[config.mk]
export PLATFORM = sky130hd
export DESIGN_NAME = rrda_ram
export DESIGN_NICKNAME = d
export VERILOG_FILES = /design/src/rrda_ram.sv
export SDC_FILE = /design/constraint.sdc
export NUM_CORES = 1
export LEC_CHECK = 0
export BUFFER_PORTS_ARGS = -buffer_cell sky130_fd_sc_hd__buf_2
export CAP_MARGIN = 10
export CORE_MARGIN = 2
export CORE_UTILIZATION = 30
export DETAILED_ROUTE_END_ITERATION = 16
export GPL_TIMING_DRIVEN = 0
export PLACE_DENSITY = 0.43
export SYNTH_ARGS = -nofsm -noshare
export SYNTH_HDL_FRONTEND = slang
export SYNTH_SLANG_ARGS = --single-unit
[constraint.sdc]
create_clock -name clk -period 2.85 [get_ports clk]
set_clock_uncertainty 0.15 [all_clocks]
set_input_delay 0.1425 -clock clk [delete_from_list [all_inputs] [get_ports clk]]
set_output_delay 0.1425 -clock clk [all_outputs]
set_load 0.05 [all_outputs]
[src/rrda_ram.sv]
`default_nettype none
module rrda_ram #(
	parameter int WIDTH = 8,
	parameter int DEPTH = 64
) (
	input  wire logic                     clk,
	input  wire logic                     we,
	input  wire logic [$clog2(DEPTH)-1:0] wa,
	input  wire logic [WIDTH-1:0]         wd,
	input  wire logic [$clog2(DEPTH)-1:0] ra,
	output logic      [WIDTH-1:0]         rd
);
	logic [WIDTH-1:0] mem [DEPTH];

	always_ff @(posedge clk) begin
		if (we) begin
			mem[wa] <= wd;
		end
		rd <= mem[ra];
	end
endmodule
`default_nettype wire

==> impl_metrics.yaml <==
yosys:
  synth_top_cell_by_area: "edfxtp_1"
  ys_ff_latch: 520
  synthCells: 940
  synth_area_leaders: "edfxtp_1 76%, mux4_2 14%, nor2_1 1.5%"
  synthDistinctLibCells: 40
  synth_top_cell_area_share_pct: 76.2
  synthTopCellsByCount: "512 x edfxtp_1, 126 x mux4_2, 83 x nor2_1"
  async_reset_ff_share_pct: 0
  ys_seq_area_share_pct: 77.0
  synth_edf_count: 512
  yosys.cell_count.top_type: "edfxtp_1"
  syn_avg_cell_area_um2: 21.5
  synth_area_um2: 20200
  yosysWarnings: 0
  synth_fp_nets: 962
  synthFlopType: "edfxtp_1"
cells_and_area:
  design_area_um2: 23400
  post-route-util_pct: 35.0
  drive_above_1_share_pct: 25.8
  nets: 1057
  syn2layout_area_growth_pct: 15.9
  instances_no_fill: 1950
  n_antenna_cell: 0
drt:
  wl_per_cell_um: 27.9
  drt_drc_violations_left: 0
  viasPerCell: 5.00
  drt_iter0_drc: 967
  routed-via-count: 9742
  dr.pass1.iters: 5
  routed_wl_um: 54400
  ant_nets: 0
run:
  cap_violations: 0
die:
  die_width_um: 263
  rows: 95
  ios: 30
  dieArea_um2: 69300
  start_util_pct: 30.2
  core_area_um2: 66800
  die_h_um: 263
worst_setup_path:
  worstSetupEndpoint: "rd[3]"
  crit_type: "in -> reg"
  startpoint: "ra[4]"
  worstPathRequired_ps: 3110
  r2r_start: "mem[3][3]"
  cp.arrival_ps: 3040
  timing.rr.end: "rd[3]"
  r2r_cells: 4
  cp-end-kind: "flop"
  path_max_fanout: 10
  r2r_setup_slack_ps: 270
  critical_path.startpoint_type: "input port"
sta:
  max_clock_freq_ghz: 0.359
  min_period_ps: 2780
  maxSlewHeadroom_pct: 23.7
  finalSetupViolCount: 0
  worst_slew_pin_slew_ps: 1140
  period_share_pct: 97.6
  finalHoldWorstSlack_ps: 68.0
  grt_setup_unrepaired: "no"
  hold_violations: 0
  slew_viol_final: 0
  setup_tns_ps: 0
  worst_slack_ps: 67.6
clock_tree:
  path_clk_slew_ps: 60
  cts_tree: "done"
  clock_path_buffers: 3
  htree_levels: 2
  clock_sinks: 520
  clk_latency_ps: 600
  cts_made_buffers: 56
  post_cts_buffers: 0
  ctsRootBufferMaster: "clkbuf_16"
global_route:
  grt_pass1_vias: 10100
  antenna_found_initial: 5
  grt_max_degree: 65
  grt_use_total_pct: 15.9
  grt_overflow: 0
  grt_pass1_wl_um: 77400
hold_path:
  hold_path.class: "in -> reg"
  min_from: "wa[0]"
  hold_path_depth: 3
pwr:
  p_per_area_nw_per_um2: 705
  vdd_drop_max_mv: 0.545
  leakagePower_nw: 7.18
  power.total_mw: 16.5
placement:
  port_buffers: 21
  gp_congestion: 0.765
  hpwlAfterDp_um: 34600
  dp_cells: 1835
  placed_cell_area_um2: 21400
  pre_cts_ws_ps: -612
status:
  run_status: "completed"
-- layer usage --
layer | global-route usage, % | vias to the layer above | part of all wire (%)
met1 | 23.0 | 5285 | 47
li1 | - | 4124 | -
met4 | 4.56 | 6 | 2.5
met2 | 24.5 | 235 | 46
met3 | 2.84 | 92 | 4.7
met5 | 0 | - | 0.055
-- report_power, final --
group | internal, mW | total (mW) | switching (mW)
Sequential | 8.46 | 8.48 | 0.0165
Combinational | 0.329 | 0.956 | 0.627
Clock | 4.08 | 7.03 | 2.95
Total | 12.9 | 16.5 | 3.59
-- layout make-up --
| type | instances | area (um2) |
|---|---|---|
| buffer | 50 | 313 |
| clock buffer | 69 | 1470 |
| clock inverter | 31 | 274 |
| fill | 6261 | 43400 |
| multi-input combinational | 369 | 4330 |
| sequential | 520 | 15500 |
| tap | 873 | 1090 |
| timing repair buffer | 38 | 355 |
-- critical path, stage by stage --
cell and delay, ps:
buf_2 260, clkbuf_1 710, clkbuf_1 700, a2111oi_0 290, o41ai_1 900
-- sequential cells by signal, indices dropped and copies added (netlist names) --
name,count
mem,512
rd,8
-- cell usage in the layout (no fill, tap or decap), types with 9 or more instances in the layout --
cell           Yosys  layout
clkinv_2           0      10
clkbuf_1          17      28
buf_2             11      32
buf_4             13      13
nand2_1           19      19
buf_12             2      10
mux2_2            13      13
nor2_1            83      83
mux2i_1           23      23
nor2b_1           14      14
dlygate4sd3_1      0       9
clkbuf_16          0      57
nand3_1           13      13
edfxtp_1         512     512
clkinv_1           0      13
mux4_2           126     126
-- worst min path at each step --
stage                             to  slack, ps
after floorplan            mem[0][0]         90
after global placement         rd[6]        460
after detailed placement       rd[5]        460
after CTS                 mem[49][2]         10
after global routing      mem[49][2]         60
final                     mem[49][3]         70
-- what timing repair did --
| action | 4_1_cts | 5_1_grt |
|---|---|---|
| hold buffers | 2 | 7 |
| resized for setup | 0 | 1 |
| hold endpoints to repair | 26 | 87 |
| endpoints found under the setup margin | 1 | 1 |
-- cell families after synthesis --
group / Yosys count / synth area share (%)
simple gates: 153 / 3.39
mux: 162 / 15.9
flops: 520 / 77.0
buf+inv: 51 / 1.57
compound gates: 54 / 2.07
Power figures use the tool's default switching activity.
