File: src/rrda_pkg.sv
`default_nettype none
package rrda_pkg;

	localparam int PID_W = 6;

	// event codes
	localparam logic [2:0] F_CREATE  = 3'd0;
	localparam logic [2:0] F_EXIT    = 3'd1;
	localparam logic [2:0] F_BLOCK   = 3'd2;
	localparam logic [2:0] F_UNBLOCK = 3'd3;
	localparam logic [2:0] F_SLICE   = 3'd4;
	localparam logic [2:0] F_READ    = 3'd5;

	// process states
	localparam logic [2:0] ST_FREE  = 3'd0;
	localparam logic [2:0] ST_RUN   = 3'd1;
	localparam logic [2:0] ST_READY = 3'd2;
	localparam logic [2:0] ST_BLOCK = 3'd3;
	localparam logic [2:0] ST_EXIT  = 3'd4;

	// result status
	localparam logic [1:0] STS_OK     = 2'd0;
	localparam logic [1:0] STS_STATE  = 2'd1;
	localparam logic [1:0] STS_BADPID = 2'd2;

	typedef struct packed {
		logic [2:0]       func;
		logic [31:0]      event_time;
		logic [PID_W-1:0] process_id;
	} req_word_t;

	typedef struct packed {
		logic [1:0]       status;
		logic [PID_W-1:0] running_pid;
		logic [6:0]       ready_count;
		logic [2:0]       proc_state;
		logic [31:0]      run_total;
		logic [31:0]      ready_total;
		logic [31:0]      blocked_total;
		logic [31:0]      idle_total;
	} rsp_word_t;

	// queue cell control, broadcast to every cell
	typedef struct packed {
		logic             rm_en;
		logic [PID_W-1:0] rm_pid;
		logic [PID_W-1:0] load_pid;
	} q_ctl_t;

endpackage
`default_nettype wire

File: src/rrda_cell.sv
`default_nettype none
module rrda_cell import rrda_pkg::*; (
	input  wire logic             clk,
	input  wire logic             arst_n,
	input  wire q_ctl_t           ctl,
	input  wire logic             load,
	input  wire logic             hole_in,
	output logic                  hole_out,
	input  wire logic [PID_W-1:0] nxt_pid,
	output logic      [PID_W-1:0] pid
);
	// a hole opens at the matching cell and every later cell pulls from its neighbor
	assign hole_out = hole_in | (ctl.rm_en & (pid == ctl.rm_pid));

	always_ff @(posedge clk or negedge arst_n) begin
		if (!arst_n) begin
			pid <= '0;
		end else if (load) begin
			pid <= ctl.load_pid;
		end else if (hole_out) begin
			pid <= nxt_pid;
		end
	end
endmodule
`default_nettype wire

File: config.mk
export PLATFORM = sky130hd
export DESIGN_NAME = rrda_cell
export DESIGN_NICKNAME = d
export VERILOG_FILES = /design/src/rrda_pkg.sv /design/src/rrda_cell.sv
export SDC_FILE = /design/constraint.sdc
export NUM_CORES = 1
export LEC_CHECK = 0
export BUFFER_PORTS_ARGS = -buffer_cell sky130_fd_sc_hd__buf_2
export CAP_MARGIN = 30
export CORE_MARGIN = 2
export CORE_UTILIZATION = 37
export DETAILED_ROUTE_END_ITERATION = 12
export GPL_TIMING_DRIVEN = 0
export PLACE_DENSITY = 0.68
export SLEW_MARGIN = 20
export SYNTH_ARGS = -nofsm -noshare
export SYNTH_HDL_FRONTEND = slang
export SYNTH_SLANG_ARGS = --single-unit
File: constraint.sdc
create_clock -name clk -period 2 [get_ports clk]
set_clock_uncertainty 0.15 [all_clocks]
set_input_delay 0.6 -clock clk [delete_from_list [all_inputs] [get_ports clk]]
set_output_delay 0.6 -clock clk [all_outputs]
set_load 0.01 [all_outputs]
==> results of run 1 <==
## per-layer routing
metal  share of wire, %  routed length (um)  vias up
li1                   -                   -      303
met1                 43                 714      299
met2                 50                 831       32
met3                5.8                  98        6
met4                2.0                  33        0
met5                  0                   0        -
## through the flow
stage	total power [mW]	worst slack (ns)
after floorplan	0.2412	0.05278
after global placement	0.2960	-0.2781
after detailed placement	0.2994	-0.3202
after CTS	0.4498	-0.03765
after global routing	0.4730	-0.09594
final	0.4503	-0.04878
## cells by family after synthesis
logic type / count (synthesis) / synth area share (%)
and+or+nand+nor: 34 / 40.99
DFF: 6 / 27.03
buffers and inverters: 5 / 4.954
AOI/OAI and AO/OA: 13 / 14.87
xor gates and xnor gates: 6 / 12.16
## worst paths after layout
kind | depth (start not counted) | from | to | slack [ns]
min reg2reg | 3 | pid[1]$_DFFE_PN0P_ | pid[1]$_DFFE_PN0P_ | 0.59
min in group clk | 3 | ctl[1] | pid[1]$_DFFE_PN0P_ | 0.46
max in group asynchronous | 1 | arst_n | pid[0]$_DFFE_PN0P_ | 1.50
max reg2reg | 5 | pid[0]$_DFFE_PN0P_ | pid[4]$_DFFE_PN0P_ | 0.51
min | 1 | arst_n | pid[1]$_DFFE_PN0P_ | 0.02
max | 4 | pid[0]$_DFFE_PN0P_ | hole_out | -0.05
## final cells by class
type / count / area (sq um)
clock buffer: 3 / 22.52
sequential: 6 / 151.4
timing repair buffer: 31 / 162.7
fill: 133 / 531.8
buffer: 4 / 23.77
multi-input combinational: 53 / 439.2
tap: 15 / 18.77
## critical path, stage by stage, from the launching register on
cell	delay [ns]
dfrtp_2	0.45
xnor2_4	0.22
nand4_4	0.13
o21bai_2	0.12
buf_2	0.13
## cells in the final DEF, fill, tap and decap left out, types with 2 or more instances in the layout
| cell type | count |
|---|---|
| and3_2 | 6 |
| buf_4 | 5 |
| nor2b_1 | 5 |
| clkbuf_4 | 3 |
| xnor2_2 | 4 |
| xnor2_4 | 2 |
| o21ai_1 | 6 |
| buf_2 | 29 |
| nor3b_1 | 6 |
| nand3_1 | 12 |
| dfrtp_1 | 5 |
| a22oi_1 | 6 |
## report_power, final
group          internal [mW]  switching [mW]
combinational         0.0948          0.0884
clock                 0.0682          0.0481
sequential             0.134          0.0169
## repair_timing
item                       CTS  global route
setup buffers                3             0
setup endpoints to repair    1             1
pin swaps                    7             0
hold endpoints to repair     0             0
gates resized for setup      8             0
==> summary.txt, run 1 <==
Critical path
  – Data required, critical path: ~1.3 ns
  – CP Launch Type: register
  – CP Class: register to output pin
  – Critical Path Sink Type: output pin
  – Worst Path Arrival: 1.30 ns
  – Crit path max fanout: 3

Routing
  – WL/cell: 14.97 um
  – Final ANT Viol Nets: 0
  – Residual DRC: 0
  – Initial DRT Pass Iterations: 4
  – Drt first-iter violations: 14
  – Via density: 5.714
  – Drt total wl: 1677 um
  – Routed vias: 640

Synth
  – Ranking of synthesized cells by area: dfrtp_1, nand3_1, a22oi_1
  – Top FF cell, synth: dfrtp_1
  – Post-synth ARST share: 100.0%
  – Synth area leader: dfrtp_1
  – EDFF count, synth: 0
  – Part of the Yosys area used for sequential elements: between 20 and 30%
  – Seq cells post-synth: 6
  – Syn. warnings: 0
  – Cell area after synthesis: 555.5 sq um
  – Syn nets: 87
  – Mapped Avg Cell Area: 8.680 sq um
  – Most common cell in the synthesized netlist: nand3_1
  – Synth Instances: 64
  – Distinct cells, synth: 17
  – Synth top area share: 27.03%

GRT
  – Total track usage: 19.89%
  – GRT overflow: 0
  – Met2 track demand over resource: a little over a third
  – First-pass GRT wire length: between 2000 and 3000 um
  – Vias in the first global route: about 630
  – Initial antenna violation count: 0
  – Met1 Use GR: 24.41%
  – Grt peak-use layer: met2
  – Global routing usage on met3: under 10%
  – Largest net degree at the start of global routing: 13

Die
  – Die Y: 42.75 um
  – Die Area: 1828 sq um
  – Die width: between 40 and 50 um
  – CORE AREA: 1350 sq um
  – Initial Utilization: a little over 40%
  – Std cell rows: 13
  – I/O pin cnt: 30

STA
  – Fmax: 488.1 MHz
  – Final hold vios: 0
  – Final setup margin: -0.04878 ns
  – Worst hold slack: 0.02371 ns
  – Unrepaired setup endpoints after global routing: true
  – Period utilisation layout: 102.4%
  – Worst slew margin: 70.14%
  – Final Max Tran Viols: 0
  – Final Setup Violations: 1
  – Tmin final: 2.049 ns
  – Slew at the pin closest to its max-slew limit: 0.4479 ns
  – Setup TNS: -0.04878 ns

CTS
  – Post-CTS Hold Fix Bufs: 0
  – CTS max path bufs: 2
  – Num CTS Buffers: 3
  – TritonCTS Sinks: 6
  – Clock-pin slew on the worst setup and hold paths: 0.05 ns
  – Root Driver: clkbuf_4
  – CTS H-tree lvls: 1
  – Worst-skew pair later-pin latency: 0.25 ns
  – CTS tree: built

Placement
  – Final GP Congestion: 0.8272
  – DP Area: 718.2 sq um
  – Port-buffer cells: 28
  – Cells after DPL: 107
  – DP HPWL: 1162 um

Final layout
  – N_diodes: 0
  – Biggest regs: pid: 6 flops
  – Biggest register: pid
  – Fin area: 818.3 sq um
  – Final cell count without fillers: 112
  – Layout cells sized above 1: between 50% and 60%
  – Nets: 122
  – Post-route core utilization: 60.61%
  – Area growth from synthesis to layout: 47.30%
  – Max reg flops: 6

Flow run
  – Max-cap violations: 0

Outcome
  – Status: finished, violations left
  – Failing checks: setup timing

Power
  – Pwr dens: 550.3 nW/um^2
  – Maximum vdd drop: 0.2752 mV
  – Leak: 0.3890 nW

Hold path
  – Hold Path Class: input pin to asynchronous set/reset pin
Power figures use the tool's default switching activity.
==> run 2, diff against run 1 <==
ABC_AREA = 1   (was not set)
PLACE_DENSITY = 0.75   (was 0.68)
==> summary.txt, run 2 <==
Synth
  – Most common cell in the synthesized netlist: nand2_1
  – Syn. warnings: 0
  – Top cells by count, synth: nand2_1, inv_1, dfrtp_1, nand4_1
  – Synth Instances: 81
  – Mapped Avg Cell Area: just over 6 sq um
  – Seq cells post-synth: 6
  – Cell area after synthesis: 491.7 sq um
  – Ranking of synthesized cells by area: nand2_1, dfrtp_1, inv_1
  – Post-synth ARST share: 100.0%
  – Synth top area share: approximately a third
  – Distinct cells, synth: 16
  – Synth area leader: nand2_1
  – Syn nets: between 100 and 150
  – Top FF cell, synth: dfrtp_1
  – Part of the Yosys area used for sequential elements: 30.53%
  – EDFF count, synth: 0

Placement
  – Port-buffer cells: 29
  – DP Area: 655.6 sq um
  – Post-Place Worst Slack: -0.08560 ns
  – Final GP Congestion: 0.7355
  – Cells after DPL: between 100 and 150

Final layout
  – Most common cell after layout, fill and taps aside: nand2_1
  – Filler cell count: between 100 and 150
  – Final cell count without fillers: between 100 and 150
  – Most frequent cells in the layout: nand2_1, buf_2, inv_1, nand4_1, dfrtp_1
  – Nets: 140
  – Post-route core utilization: 56.31%
  – Area growth from synthesis to layout: 45.29%
  – N_diodes: 0
  – Fin area: 714.4 sq um
  – Biggest register: pid
  – Layout cells sized above 1: between 40% and 50%
  – Biggest regs: pid: 6 flops
  – Max reg flops: 6

GRT
  – GRT overflow: 0
  – Initial antenna violation count: 0
  – Vias in the first global route: 427
  – First-pass GRT wire length: 1649 um
  – Largest net degree at the start of global routing: 11
  – Total track usage: between 15 and 20%

Die
  – Die Y: 40.46 um
  – Die Area: 1637 sq um
  – CORE AREA: ~1300 sq um
  – Die width: between 40 and 50 um
  – Std cell rows: 13
  – I/O pin cnt: 30
  – Initial Utilization: 38.76%

Outcome
  – Status: finished, violations left
  – Failing checks: setup timing

Routing
  – Initial DRT Pass Iterations: 4
  – Drt first-iter violations: 14
  – Drt total wl: 1181 um
  – Residual DRC: 0
  – WL/cell: about 9.1 um
  – Routed vias: just under 600
  – Via density: about 4.4
  – Final ANT Viol Nets: 0

Power
  – Pwr dens: approximately 540 nW/um^2
  – Leak: ~0.46 nW
  – Maximum vdd drop: 0.2345 mV
  – Post-route total power: 384.1 uW

Critical path
  – Slowest stage delay, CP: 0.13 ns
  – Worst path slowest cell: nor2_4
  – Crit path max fanout: 2
  – Worst Path Arrival: roughly 1.3 ns
  – Data required, critical path: 1.25 ns
  – Worst path bufs/invs: 3
  – CP Launch Type: input pin
  – CP Class: input pin to output pin
  – Critical Path Sink Type: output pin
  – Crit-path cells: buf_2, inv_1, nand2_1, nand2_1, nand2_2, nor2_4, nand2_4, nand2_2, buf_6
  – Cell family with most CP delay: simple AND/OR/NAND/NOR gates

STA
  – Final hold vios: 0
  – Worst slew margin: 84.33%
  – Worst hold slack: between 0.02 and 0.025 ns
  – Setup TNS: -0.01012 ns
  – Final setup margin: -0.01012 ns
  – Fmax: 497.5 MHz
  – Tmin final: 2.010 ns
  – Slew at the pin closest to its max-slew limit: 0.2335 ns
  – Final Max Tran Viols: 0
  – Period utilisation layout: 100.5%
  – Unrepaired setup endpoints after global routing: true
  – Final Setup Violations: 1

CTS
  – CTS tree: built
  – Worst-skew pair later-pin latency: 0.24 ns
  – Clock-pin slew on the worst setup and hold paths: 0.04 ns
  – TritonCTS Sinks: 6
  – Root Driver: clkbuf_4
  – CTS max path bufs: 2
  – Num CTS Buffers: 3
  – CTS H-tree lvls: 1

Hold path
  – Hold Path Class: input pin to asynchronous set/reset pin

Flow run
  – Max-cap violations: 0
-- run 2: what timing repair did --
item,4_1_cts,5_1_grt
hold buffers,0,0
endpoints found under the setup margin,1,1
buffers inserted,2,0
gates resized for setup,7,0
pin swaps,5,0
-- run 2: final cells by class --
type	count	area [sq um]	area share [%]
well taps	15	18.77	2.627
repair buffers	31	172.7	24.17
multi-input cells	60	289.0	40.46
inverters	14	56.30	7.881
clock buffers	3	22.52	3.152
plain buffers	1	5.005	0.7005
flip-flops and latches	6	150.1	21.02
-- run 2: kinds of logic (layout without fill, tap and decap cells) --
kind of cell | after synthesis | count (layout) | share of synthesized area, %
buffers and inverters | 15 | 49 | 12.21
flip-flops | 6 | 6 | 30.53
AND/OR/NAND/NOR | 59 | 59 | 56.24
AO/OA/AOI/OAI | 1 | 1 | 1.017
-- run 2: report_power, final --
part           switching (mW)  internal (mW)
sequential             0.0108          0.135
clock                  0.0424         0.0678
combinational          0.0709         0.0577
-- run 2: worst paths after layout --
check / startpoint / end / slack (ns) / depth (start not counted)
min in group clk: pid[4]$_DFFE_PN0P_ / pid[4]$_DFFE_PN0P_ / 0.43 / 2
worst min-delay path: arst_n / pid[5]$_DFFE_PN0P_ / 0.02 / 1
worst min register to register: pid[4]$_DFFE_PN0P_ / pid[4]$_DFFE_PN0P_ / 0.43 / 2
max in group asynchronous: arst_n / pid[3]$_DFFE_PN0P_ / 1.54 / 1
worst max-delay path: ctl[8] / hole_out / -0.01 / 9
worst max register to register: pid[3]$_DFFE_PN0P_ / pid[3]$_DFFE_PN0P_ / 0.54 / 11
-- run 2: metal layers --
metal	vias to the layer above	track usage, %	routed length [um]
met4	0	12.50	8
met5	-	0	0
met2	24	27.78	603
li1	312	-	-
met3	2	3.333	85
met1	239	16.67	483
-- run 2: worst reg2reg max path, stage by stage (launching register included) --
cell	delay, ns
dfrtp_1	0.38
inv_1	0.08
nand2_1	0.05
nand2_1	0.07
clkinv_2	0.05
nand2_2	0.08
nor2_4	0.05
nand2_4	0.07
buf_4	0.15
nand3_4	0.09
nand2_1	0.07
nand2_1	0.05
==> run 3, diff against run 2 <==
PLACE_DENSITY = 0.7   (was 0.75)
==> summary.txt, run 3 (synthesis gave the netlist of run 2 again) <==
STA
  – Final Setup Violations: 1
  – Final setup margin: -0.02106 ns
  – Fmax: 494.8 MHz
  – Unrepaired setup endpoints after global routing: true
  – Setup TNS: -0.02106 ns
  – Final Max Tran Viols: 0
  – Tmin final: 2.021 ns
  – Final hold vios: 0
  – Worst slew margin: 83.01%
  – Period utilisation layout: 101.1%
  – Slew at the pin closest to its max-slew limit: approximately 0.25 ns

Outcome
  – Failing checks: setup timing
  – Status: finished, violations left

GRT
  – First-pass GRT wire length: 1718 um
  – Initial antenna violation count: 0
  – Largest net degree at the start of global routing: 11
  – GRT overflow: 0
  – Total track usage: 16.53%
  – Vias in the first global route: 444

Power
  – Leak: 0.4788 nW
  – Maximum vdd drop: 0.2219 mV
  – Sw Ratio: 31.77%
  – Pint: around 270 uW
  – Pwr dens: 526.6 nW/um^2
  – P_sw: around 120 uW
  – Clk network pwr share: 27.0%
  – Sequential power share: 37.1%
  – Comb power frac: a little over a third
  – Post-route total power: 392.7 uW

Flow run
  – Max-cap violations: 0

Die
  – Std cell rows: 13
  – Initial Utilization: 38.76%
  – Die width: between 40 and 50 um
  – Die Y: 40.46 um
  – CORE AREA: 1269 sq um
  – I/O pin cnt: 30
  – Die Area: about 1600 sq um

Final layout
  – Biggest register: pid
  – Layout cells sized above 1: 45.30%
  – Most common cell after layout, fill and taps aside: nand2_1
  – Biggest regs: pid: 6 flops
  – Filler cell count: ~130
  – Nets: 142
  – Most frequent cells in the layout: nand2_1, buf_2, inv_1, nand4_1, dfrtp_1
  – Area growth from synthesis to layout: 51.65%
  – N_diodes: 0
  – Max reg flops: 6
  – Final cell count without fillers: 132

CTS
  – CTS tree: built
  – Root Driver: clkbuf_4
  – TritonCTS Sinks: 6
  – CTS max path bufs: 2
  – Post-CTS Hold Fix Bufs: 0
  – Num CTS Buffers: 3
  – Worst-skew pair later-pin latency: between 0.2 and 0.25 ns
  – Clock-pin slew on the worst setup and hold paths: 0.04 ns
  – CTS H-tree lvls: 1

Hold path
  – Hold Path Class: input pin to asynchronous set/reset pin

Routing
  – Drt first-iter violations: 3
  – Drt total wl: 1181 um
  – Initial DRT Pass Iterations: 4
  – WL/cell: 8.947 um
  – Final ANT Viol Nets: 0
  – Via density: 4.500
  – Routed vias: 594
  – Residual DRC: 0

Critical path
  – CP Launch Type: input pin
  – CP Class: input pin to output pin
  – Data required, critical path: ~1.3 ns
  – Worst Path Arrival: around 1.3 ns
  – Crit path max fanout: 2
  – Critical Path Sink Type: output pin

Placement
  – Final GP Congestion: around 0.7
  – Port-buffer cells: 29
  – DP HPWL: 886 um
  – Cells after DPL: approximately 130
==> run 3: cell types whose count changed in the layout (fill, tap and decap cells not counted), sizes merged <==
cell / before / now
buf: 32 / 34
==> run 3: layout make-up <==
class | count | area, sq um | area share, %
Sequential cell | 6 | 150.1 | 20.13
Buffer | 1 | 5.005 | 0.6711
Inverter | 14 | 56.30 | 7.550
Multi-Input combinational cell | 60 | 299.0 | 40.10
Tap cell | 15 | 18.77 | 2.517
Clock buffer | 3 | 22.52 | 3.020
Timing Repair Buffer | 33 | 193.9 | 26.01
==> run 3: power groups by stage <==
stage                     Combinational [mW]  Sequential (mW)  Clock [mW]
after floorplan                       0.0624            0.153           0
after global placement                 0.114            0.148           0
after detailed placement               0.116            0.148           0
after CTS                              0.130            0.146       0.109
after global routing                   0.157            0.148       0.113
final                                  0.141            0.146       0.106
==> run 3: worst paths after layout <==
kind / startpoint / end / slack, ns / cells after the start
max: ctl[8] / hole_out / -0.02 / 9
min: arst_n / pid[4]$_DFFE_PN0P_ / 0.02 / 1
max reg2reg: pid[3]$_DFFE_PN0P_ / pid[2]$_DFFE_PN0P_ / 0.56 / 11
min reg2reg: pid[0]$_DFFE_PN0P_ / pid[0]$_DFFE_PN0P_ / 0.43 / 2
max in group asynchronous: arst_n / pid[3]$_DFFE_PN0P_ / 1.54 / 1
min in group clk: pid[0]$_DFFE_PN0P_ / pid[0]$_DFFE_PN0P_ / 0.43 / 2
==> run 3: stage by stage <==
stage               hold WS [ns]  setup slack (ns)  area, sq um  utilization [%]
floorplan                 0.1544            0.1513        491.7                -
global placement          0.2742          -0.07504        655.6            51.68
detailed placement        0.2746          -0.08241        655.6            51.68
CTS                      0.02079          -0.01140        720.7            56.80
global route             0.02274          -0.06080        745.7            58.78
finish                   0.02470          -0.02106        745.7            58.78
==> run 3: metal layers <==
layer | share of wire, % | up-vias | global-route usage (%)
met5 | 0 | - | 0
li1 | - | 320 | -
met4 | 1.4 | 0 | 12.50
met2 | 52 | 29 | 28.17
met1 | 39 | 243 | 17.61
met3 | 8.0 | 2 | 3.333
==> run 3: critical path, stage by stage <==
cell and delay (ns):
buf_6 0.09, inv_2 0.03, nand2_1 0.04, nand2_1 0.10, nand2_4 0.07, nor2_4 0.11, nand2_4 0.06, nand2_1 0.06
buf_2 0.12
==> run 3: repair_timing <==
action	in CTS	in global routing
endpoints found under the setup margin	1	1
resized for setup	9	4
pin swaps	6	3
cloned	0	0
buffers inserted	2	2
